$ cat src/sv/cge_pkg.sv
// ----------------------------------------------------------------------------
// Color gradient evaluator package
// Request codes, controller command and status bundles.
// ----------------------------------------------------------------------------
package cge_pkg;

    localparam logic [1:0] REQ_CLEAR  = 2'd0;
    localparam logic [1:0] REQ_INSERT = 2'd1;
    localparam logic [1:0] REQ_EVAL   = 2'd2;

    typedef struct packed {
        logic load;       // capture the input word
        logic clear;      // empty the table
        logic scan_start; // reset the scan index
        logic scan_step;  // read next entry, compare
        logic shift_step; // move one entry up during insert
        logic ins_write;  // write the new key
        logic div_start;
        logic div_step;
        logic blend;      // form the interpolated color
        logic res_plain;  // result without evaluation color
        logic res_color;  // result from selected color
        logic res_blend;
    } cge_cmd_t;

    typedef struct packed {
        logic [1:0] req;
        logic       full;
        logic       empty;
        logic       one_key;
        logic       scan_done;
        logic       hit;
        logic       at_edge;
        logic       shift_done;
        logic       div_done;
    } cge_stat_t;

endpackage

$ cat src/sv/cge_datapath.sv
// ----------------------------------------------------------------------------
// Color gradient datapath
// Key table, sequential segment scan, restoring divider and channel blend.
// ----------------------------------------------------------------------------
module cge_datapath #(
    parameter int MAX_KEYS       = 16,
    parameter int TIME_FRAC_BITS = 16
) (
    input  logic                clk,
    input  logic                rst_n,
    input  cge_pkg::cge_cmd_t   cmd,
    output cge_pkg::cge_stat_t  stat,
    input  logic [1:0]          in_req,
    input  logic [TIME_FRAC_BITS:0] in_time,
    input  logic [31:0]         in_color,
    output logic                res_status,
    output logic [31:0]         res_color,
    output logic [$clog2(MAX_KEYS+1)-1:0] res_keys
);
    import cge_pkg::*;

    localparam int TW = TIME_FRAC_BITS + 1;
    localparam int IW = $clog2(MAX_KEYS);
    localparam int CW = $clog2(MAX_KEYS + 1);
    localparam int DIVW = TIME_FRAC_BITS + TW;
    localparam int FW = TIME_FRAC_BITS + 1;
    localparam int DCW = $clog2(DIVW + 1);

    logic [TW-1:0] time_mem [MAX_KEYS];
    logic [31:0]   color_mem [MAX_KEYS];

    logic [CW-1:0] count_reg;
    logic [1:0]    req_reg;
    logic [TW-1:0] t_reg;
    logic [31:0]   col_reg;
    logic [CW-1:0] idx_reg;
    logic [TW-1:0] prev_t_reg, cur_t_reg;
    logic [31:0]   prev_c_reg, cur_c_reg;
    logic [TW-1:0] last_t_reg;
    logic [31:0]   last_c_reg;
    logic [DIVW-1:0] quo_reg;
    logic [TW:0]     rem_reg;
    logic [TW-1:0]   den_reg;
    logic [DCW-1:0]  dcnt_reg;
    logic [FW-1:0]   frac_val;
    logic [31:0]     blend_reg;
    logic            status_reg;
    logic [31:0]     rcol_reg;
    logic [CW-1:0]   idx_m1;
    logic [CW-1:0]   idx_p1;

    assign idx_m1 = idx_reg - CW'(1);
    assign idx_p1 = idx_reg + CW'(1);

    // Table memory: one write and one registered read a cycle.
    always_ff @(posedge clk)
    begin
        if (cmd.shift_step)
        begin
            time_mem[idx_p1[IW-1:0]]  <= cur_t_reg;
            color_mem[idx_p1[IW-1:0]] <= cur_c_reg;
        end
        else if (cmd.ins_write)
        begin
            time_mem[idx_p1[IW-1:0]]  <= t_reg;
            color_mem[idx_p1[IW-1:0]] <= col_reg;
        end
        cur_t_reg <= time_mem[idx_reg[IW-1:0]];
        cur_c_reg <= color_mem[idx_reg[IW-1:0]];
        if (cmd.shift_step || cmd.scan_step)
        begin
            prev_t_reg <= cur_t_reg;
            prev_c_reg <= cur_c_reg;
        end
    end

    always_ff @(posedge clk or negedge rst_n)
    begin
        if (!rst_n)
        begin
            count_reg     <= '0;
            idx_reg       <= '0;
            dcnt_reg      <= '0;
        end
        else
        begin
            if (cmd.clear)
                count_reg <= '0;
            else if (cmd.ins_write)
                count_reg <= count_reg + CW'(1);
            if (cmd.scan_start)
            begin
                // Insert walks down from the top, evaluate walks up from zero.
                idx_reg <= (req_reg == REQ_INSERT) ? (count_reg - CW'(1)) : '0;
            end
            else if (cmd.scan_step)
            begin
                idx_reg <= idx_p1;
            end
            else if (cmd.shift_step)
            begin
                idx_reg <= idx_m1;
            end
            if (cmd.div_start)
                dcnt_reg <= DCW'(DIVW);
            else if (cmd.div_step)
                dcnt_reg <= dcnt_reg - DCW'(1);
        end
    end

    always_ff @(posedge clk)
    begin
        if (cmd.load)
        begin
            req_reg <= in_req;
            t_reg   <= in_time;
            col_reg <= in_color;
        end
        // A new key lands last when no held key is later than it.
        if (cmd.ins_write && (count_reg == '0 || t_reg >= last_t_reg))
        begin
            last_t_reg <= t_reg;
            last_c_reg <= col_reg;
        end
        if (cmd.div_start)
        begin
            quo_reg <= {t_reg - prev_t_reg, {TIME_FRAC_BITS{1'b0}}};
            rem_reg <= '0;
            den_reg <= cur_t_reg - prev_t_reg;
        end
        else if (cmd.div_step)
        begin
            if ({rem_reg[TW-1:0], quo_reg[DIVW-1]} >= {1'b0, den_reg})
            begin
                rem_reg <= {rem_reg[TW-1:0], quo_reg[DIVW-1]} - {1'b0, den_reg};
                quo_reg <= {quo_reg[DIVW-2:0], 1'b1};
            end
            else
            begin
                rem_reg <= {rem_reg[TW-1:0], quo_reg[DIVW-1]};
                quo_reg <= {quo_reg[DIVW-2:0], 1'b0};
            end
        end
        if (cmd.blend)
        begin
            for (int k = 0; k < 4; k++)
            begin
                blend_reg[8*k +: 8] <= 8'((
                    (FW+8)'(prev_c_reg[8*k +: 8])
                        * (((FW+8)'(1) << TIME_FRAC_BITS) - (FW+8)'(frac_val))
                    + (FW+8)'(cur_c_reg[8*k +: 8]) * (FW+8)'(frac_val))
                    >> TIME_FRAC_BITS);
            end
        end
        if (cmd.res_plain)
        begin
            status_reg <= (req_reg == REQ_INSERT) && (count_reg == CW'(MAX_KEYS));
            rcol_reg   <= (req_reg == REQ_EVAL) ? 32'hFFFF_FFFF : 32'h0;
        end
        else if (cmd.res_color)
        begin
            // A time past the current entry takes the last key's color.
            status_reg <= 1'b0;
            rcol_reg   <= (t_reg <= cur_t_reg) ? cur_c_reg : last_c_reg;
        end
        else if (cmd.res_blend)
        begin
            status_reg <= 1'b0;
            rcol_reg   <= blend_reg;
        end
    end

    // Clamp the quotient to one; a zero-length segment gives zero.
    always_comb
    begin
        if (den_reg == '0)
            frac_val = '0;
        else if (quo_reg > DIVW'(1) << TIME_FRAC_BITS)
            frac_val = FW'(1) << TIME_FRAC_BITS;
        else
            frac_val = quo_reg[FW-1:0];
    end

    always_comb
    begin
        stat.req        = req_reg;
        stat.full       = (count_reg == CW'(MAX_KEYS));
        stat.empty      = (count_reg == '0);
        stat.one_key    = (count_reg == CW'(1));
        stat.scan_done  = (idx_reg == count_reg);
        stat.at_edge    = (t_reg >= last_t_reg);
        stat.hit        = (t_reg <= cur_t_reg);
        stat.shift_done = (idx_reg == {CW{1'b1}}) || !(cur_t_reg > t_reg);
        stat.div_done   = (dcnt_reg == '0);
    end

    assign res_status = status_reg;
    assign res_color  = rcol_reg;
    assign res_keys   = count_reg;
endmodule

$ cat src/sv/cge_controller.sv
// ----------------------------------------------------------------------------
// Color gradient controller
// Sequences clear, insert shifts, segment scan, division and result capture.
// ----------------------------------------------------------------------------
module cge_controller (
    input  logic               clk,
    input  logic               rst_n,
    input  logic               in_valid,
    output logic               in_ready,
    output logic               out_valid,
    input  logic               out_ready,
    input  cge_pkg::cge_stat_t stat,
    output cge_pkg::cge_cmd_t  cmd
);
    import cge_pkg::*;

    localparam logic [3:0] S_IDLE   = 4'd0;
    localparam logic [3:0] S_DEC    = 4'd1;
    localparam logic [3:0] S_IRD    = 4'd2;
    localparam logic [3:0] S_ICHK   = 4'd3;
    localparam logic [3:0] S_ESRD   = 4'd4;
    localparam logic [3:0] S_ECHK   = 4'd5;
    localparam logic [3:0] S_DIV    = 4'd6;
    localparam logic [3:0] S_BLEND  = 4'd7;
    localparam logic [3:0] S_RBLEND = 4'd8;
    localparam logic [3:0] S_OUT    = 4'd9;
    localparam logic [3:0] S_LAST   = 4'd10;

    logic [3:0] state_reg, state_next;
    logic       first_reg, first_next;

    always_ff @(posedge clk or negedge rst_n)
    begin
        if (!rst_n)
        begin
            state_reg <= S_IDLE;
            first_reg <= 1'b0;
        end
        else
        begin
            state_reg <= state_next;
            first_reg <= first_next;
        end
    end

    assign in_ready  = (state_reg == S_IDLE) || (state_reg == S_OUT && out_ready);
    assign out_valid = (state_reg == S_OUT);

    always_comb
    begin
        cmd        = '0;
        state_next = state_reg;
        first_next = first_reg;
        unique case (state_reg)
            S_IDLE, S_OUT:
            begin
                if (state_reg == S_OUT && out_ready)
                    state_next = S_IDLE;
                if (in_valid && in_ready)
                begin
                    cmd.load   = 1'b1;
                    state_next = S_DEC;
                end
            end
            S_DEC:
            begin
                if (stat.req == REQ_CLEAR)
                begin
                    cmd.clear     = 1'b1;
                    cmd.res_plain = 1'b1;
                    state_next    = S_LAST;
                end
                else if (stat.req == REQ_INSERT && !stat.full)
                begin
                    cmd.scan_start = 1'b1;
                    state_next     = S_IRD;
                end
                else if (stat.req == REQ_EVAL && !stat.empty)
                begin
                    cmd.scan_start = 1'b1;
                    first_next     = 1'b1;
                    state_next     = S_ESRD;
                end
                else
                begin
                    cmd.res_plain = 1'b1;
                    state_next    = S_OUT;
                end
            end
            S_IRD: state_next = S_ICHK;  // read of entry idx lands
            S_ICHK:
            begin
                // Move entry idx up while it is later than the new key.
                if (stat.empty || stat.shift_done)
                begin
                    state_next = S_LAST;
                end
                else
                begin
                    cmd.shift_step = 1'b1;
                    state_next     = S_IRD;
                end
            end
            S_ESRD: state_next = S_ECHK;
            S_ECHK:
            begin
                // cur holds entry idx; prev holds entry idx-1 when not first.
                // The first check also settles both ends of the table.
                if (first_reg && (stat.hit || stat.at_edge || stat.one_key))
                begin
                    cmd.res_color = 1'b1;
                    state_next    = S_OUT;
                end
                else if (!first_reg && stat.hit)
                begin
                    cmd.div_start = 1'b1;
                    state_next    = S_DIV;
                end
                else if (!first_reg && stat.scan_done)
                begin
                    cmd.res_color = 1'b1;
                    state_next    = S_OUT;
                end
                else
                begin
                    cmd.scan_step = 1'b1;
                    first_next    = 1'b0;
                    state_next    = S_ESRD;
                end
            end
            S_DIV:
            begin
                if (stat.div_done)
                    state_next = S_BLEND;
                else
                    cmd.div_step = 1'b1;
            end
            S_BLEND:
            begin
                cmd.blend  = 1'b1;
                state_next = S_RBLEND;
            end
            S_RBLEND:
            begin
                cmd.res_blend = 1'b1;
                state_next    = S_OUT;
            end
            S_LAST:
            begin
                if (stat.req == REQ_INSERT)
                    cmd.ins_write = 1'b1;
                cmd.res_plain = 1'b1;
                state_next    = S_OUT;
            end
            default: state_next = S_IDLE;
        endcase
    end
endmodule

$ cat src/sv/color_gradient_evaluator_unit.sv
// ----------------------------------------------------------------------------
// Color gradient evaluator
// Clear, full insert, empty evaluate and unused codes give a plain result.
// Insert shifts later keys up, then writes. Evaluate at or past an end gives
// that end's color; inside, it scans to the segment, divides bit-serially
// and blends. One word is in flight at a time; the next is taken in the
// cycle its result leaves. Reset clears the key count, not the table.
// ----------------------------------------------------------------------------
module color_gradient_evaluator_unit #(
    parameter int MAX_KEYS       = 16,
    parameter int TIME_FRAC_BITS = 16
) (
    input  logic        clk,
    input  logic        rst_n,
    input  logic        s_tvalid,
    output logic        s_tready,
    // req_type, time_value, red, green, blue, alpha
    input  logic [((TIME_FRAC_BITS + 42) / 8) * 8 - 1:0] s_tdata,
    output logic        m_tvalid,
    input  logic        m_tready,
    // status, red, green, blue, alpha, keys_held
    output logic [(($clog2(MAX_KEYS + 1) + 40) / 8) * 8 - 1:0] m_tdata
);
    import cge_pkg::*;

    localparam int CW = $clog2(MAX_KEYS + 1);
    localparam int OW = ((CW + 40) / 8) * 8;

    cge_cmd_t  cmd;
    cge_stat_t stat;
    logic        r_status;
    logic [31:0] r_color;
    logic [CW-1:0] r_keys;
    logic [TIME_FRAC_BITS:0] t_in;
    logic [31:0] c_in;

    assign t_in = s_tdata[2 +: TIME_FRAC_BITS + 1];
    assign c_in = s_tdata[TIME_FRAC_BITS + 3 +: 32];

    cge_controller u_ctrl (
        .clk(clk), .rst_n(rst_n),
        .in_valid(s_tvalid), .in_ready(s_tready),
        .out_valid(m_tvalid), .out_ready(m_tready),
        .stat(stat), .cmd(cmd)
    );

    cge_datapath #(.MAX_KEYS(MAX_KEYS), .TIME_FRAC_BITS(TIME_FRAC_BITS)) u_dp (
        .clk(clk), .rst_n(rst_n), .cmd(cmd), .stat(stat),
        .in_req(s_tdata[1:0]), .in_time(t_in), .in_color(c_in),
        .res_status(r_status), .res_color(r_color), .res_keys(r_keys)
    );

    assign m_tdata = OW'({r_keys, r_color, r_status});
endmodule
$ cat config.mk
export PLATFORM = sky130hd
export DESIGN_NAME = color_gradient_evaluator_unit
export DESIGN_NICKNAME = d
export VERILOG_FILES = /design/src/sv/cge_pkg.sv /design/src/sv/cge_datapath.sv /design/src/sv/cge_controller.sv /design/src/sv/color_gradient_evaluator_unit.sv
export SDC_FILE = /design/constraint.sdc
export NUM_CORES = 2
export LEC_CHECK = 0
export BUFFER_PORTS_ARGS = -buffer_cell sky130_fd_sc_hd__buf_2
export CORE_MARGIN = 2
export CORE_UTILIZATION = 45
export CTS_BUF_LIST = sky130_fd_sc_hd__clkbuf_16
export DETAILED_ROUTE_END_ITERATION = 7
export PLACE_DENSITY_LB_ADDON = 0.12
export SYNTH_ARGS = -nofsm -noshare
export SYNTH_HDL_FRONTEND = slang
export SYNTH_SLANG_ARGS = --single-unit
$ cat constraint.sdc
create_clock -name clk -period 11.2 [get_ports clk]
set_input_delay 0 -clock clk [delete_from_list [all_inputs] [get_ports clk]]
set_output_delay 0 -clock clk [all_outputs]
set_load 0.05 [all_outputs]
==> qor.tcl <==
set qor(outcome) {completed}
set qor(synth.avg_cell_area_um2) 12.4
set qor(synth.mux.area_fraction_pct) 7.40
set qor(clock_tree.buffer_depth) 3
set qor(count_of_port_buffers_added_during_placement) 94
set qor(post-route-cell-area_um2) 88100
set qor(initial_utilization_pct) 45.3
set qor(fp-row-count) 154
set qor(first_global_vias) 51400
set qor(max_cap_viol_count) 0
set qor(total_number_of_h_tree_levels) 3
set qor(post_cts_buffers) 0
set qor(worstSetupStartpointType) {register}
set qor(die_w_um) 425
set qor(final.fill_count) 15600
set qor(post_synth_inst_count) 6420
set qor(crit_arrival_ns) 10.86
set qor(synth.yosys.warnings) 0
set qor(antenna_found_initial) 3
set qor(synth-xor-area-share_pct) 1.51
set qor(clockRootBuffer) {clkbuf_16}
set qor(yosys_register_bits) 1135
set qor(synthSimpleGateAreaFrac_pct) 10.3
set qor(placement.setup.worst_slack_ns) 0.943
set qor(routed_via_density) 5.33
set qor(clk_pin_slew_worst_setup_hold_paths_ns) 0.06
set qor(cts_buffers) 116
set qor(power_frac_seq_pct) 38.6
set qor(fin_ws_ns) 0.813
set qor(post_synth_num_cell_types) 79
set qor(synth_compound_area_share_pct) 3.16
set qor(drt.antenna.violating_nets) 0
set qor(layout.cells.most_common) {inv_1}
set qor(rsz0062_at_grt) {no}
set qor(crit_path_max_fanout) 201
set qor(globalplace.congestion) 0.855
set qor(async_reset_ff_share_pct) 1.85
set qor(clock_tree_from_tritoncts) {done}
set qor(layout_worst_path_cycle_share_pct) 92.7
set qor(hold_viol) 0
set qor(post_synth_instance_area_um2) 79800
set qor(synth_seq_area_share_pct) 41.5
set qor(drt_wl_total_um) 206000
set qor(final_core_utilization_pct) 50.0
set qor(core_area_um2) 176000
set qor(critPathRequiredTime_ns) 11.67
set qor(worst_pin_slew_ns) 1.16
set qor(groute.usage.overall_pct) 23.6
set qor(combinational_fraction_of_design_power_pct) 36.6
set qor(intPower_mw) 9.83
set qor(finalSetupTns_ns) 0
set qor(place_hpwl_um) 139000
set qor(clk-insertion-delay-late_ns) 0.77
set qor(tritoncts_num_sinks) 1135
set qor(dieHeight_um) 425
set qor(power.density_nw_per_um2) 173
set qor(postSynth.topFlopCell) {edfxtp_1}
set qor(layout_common_cells) {inv_1 (1209), edfxtp_1 (1032), fa_1 (939)}
set qor(timing.setup.critical_path_class) {reg2reg}
set qor(seqCellArea_um2) 33200
set qor(timing.critical_path.from) {u_dp.quo_reg[2]$_SDFFE_PP0P_}
set qor(power.total_mw) 15.3
set qor(max_clock_freq_ghz) 0.0963
set qor(critical-path-top-cell-by-count) {fa_1}
set qor(peakVddDrop_uv) 214
set qor(nNetsFinal) 7907
set qor(period_minus_slack_ns) 10.39
set qor(crit_path_max_incr_delay_ns) 0.66
set qor(power.share.switching_pct) 35.6
set qor(overflow) 0
set qor(power.share.clock_pct) 24.8
set qor(power.net_switching_mw) 5.44
set qor(vias) 48200
set qor(die_area_um2) 181000
set qor(cts_resized) 0
set qor(class_of_the_tightest_hold_or_removal_check) {in2reg}
set qor(wl_per_cell_um) 22.8
set qor(largest_register_ff_count) 512
set qor(static-leakage-power_nw) 37.2
set qor(slew_violations) 0
set qor(fraction_of_layout_cells_with_a_size_suffix_above_1_pct) 10.7
set qor(hp_start) {s_tdata[27]}
set qor(clock-skew-final_ns) 0.0592
set qor(drc) 0
set qor(dr.first_iter.drc_count) 3518
set qor(cts_hold_buf) 105
set qor(relSlewSlack_pct) 22.2
set qor(grt_start_max_net_pins) 202
set qor(synth_enable_flop_cells) 1032
set qor(drt_pre_antenna_iters) 5
set qor(largest_family_of_logic_cells_by_synthesized_area) {adder cells}
set qor(grt_pass1_wl_um) 320000
set qor(reg2reg_from) {u_dp.quo_reg[2]$_SDFFE_PP0P_}
set qor(postPlaceCellArea_um2) 83300
set qor(syn2layout_area_growth_pct) 10.4
set qor(adder_cell_area_share_of_the_yosys_netlist_pct) 28.6
set qor(num_io_pins) 102
set qor(critical_path.slowest_cell) {and2_1}
set qor(critPathCaptureType) {register}
set qor(multi_input_area_um2) 41100
set qor(setup-violations-final) 0
[metrics by stage]
step                      hold slack, ns  instances
final                              0.157       9034
after global routing               0.105       9033
after CTS                         0.0707       9031
after detailed placement          0.0263       8705
after global placement            0.0166       8705
after floorplan                   -0.296       6480
[worst max-delay path, delay by kind of cell, from the launching register on]
kind / cells / cell delay, ns
xor+xnor: 1 / 0.13
buf+inv: 6 / 1.62
fa+ha+maj: 7 / 3.23
compound gates: 7 / 2.30
simple gates: 8 / 2.38
flops: 1 / 0.30
[cell usage after synthesis (36+ instances only)]
master / number / share of area, %
nor3_1: 36 / 0.23
nor2_1: 135 / 0.63
a21oi_1: 83 / 0.52
edfxtp_1: 1032 / 39
buf_1: 52 / 0.24
clkbuf_1: 250 / 1.2
fa_1: 939 / 24
inv_1: 1175 / 5.5
nand2_1: 757 / 3.6
xnor2_1: 110 / 1.2
buf_2: 42 / 0.26
and2_1: 247 / 1.9
nand3_1: 49 / 0.31
mux4_2: 245 / 6.9
dfxtp_1: 82 / 2.1
ha_1: 320 / 5.0
and3_1: 346 / 2.7
mux2i_1: 39 / 0.49
o21ai_0: 107 / 0.67
[power groups by stage]
stage	sequential, mW	combinational (mW)	clock, mW
floorplan	5.98	3.76	0
global placement	5.99	5.49	0
detailed placement	5.99	5.57	0
CTS	5.90	5.63	3.87
global route	5.92	6.14	4.03
finish	5.90	5.59	3.78
[worst paths after layout]
kind,endpoint,slack [ns],cells after the start
max in group asynchronous,u_dp.idx_reg[2]$_DFFE_PN0P_,10.77,4
min in group asynchronous,u_ctrl.state_reg[3]$_DFFE_PN0P_,0.26,4
worst max-delay path,u_dp.blend_reg[15]$_DFFE_PP_,0.81,29
worst max register to register,u_dp.blend_reg[15]$_DFFE_PP_,0.81,29
worst min-delay path,u_dp.col_reg[8]$_DFFE_PP_,0.16,2
worst min register to register,u_dp.last_c_reg[17]$_DFFE_PP_,0.44,0
[kinds of logic (layout without fill, tap and decap cells)]
kind of cell               after synthesis  after routing
DFF                                   1135           1135
AOI/OAI and AO/OA                      375            375
xor gates and xnor gates               138            138
adders and majority gates             1259           1259
other                                    2             65
buffers and inverters                 1543           1754
and+or+nand+nor                       1684           1684
muxes                                  284            284
[metal layers]
layer  part of all wire [%]  up-vias  track usage [%]
met5                      0        -                0
met4                    3.1        0             7.22
met3                    4.6      274             2.36
met2                     50     1168             39.8
met1                     43    25300             32.3
li1                       -    21400                -
[layout make-up]
type | count | share of cell area, %
antenna | 3 | 0.00852
clock buffer | 116 | 3.29
clock inverter | 105 | 0.950
inverter | 1175 | 5.00
multi-input combinational | 3802 | 46.7
sequential | 1135 | 37.6
tap | 2340 | 3.32
timing repair buffer | 358 | 3.12
No activity file was read; power rests on OpenSTA's default activity.
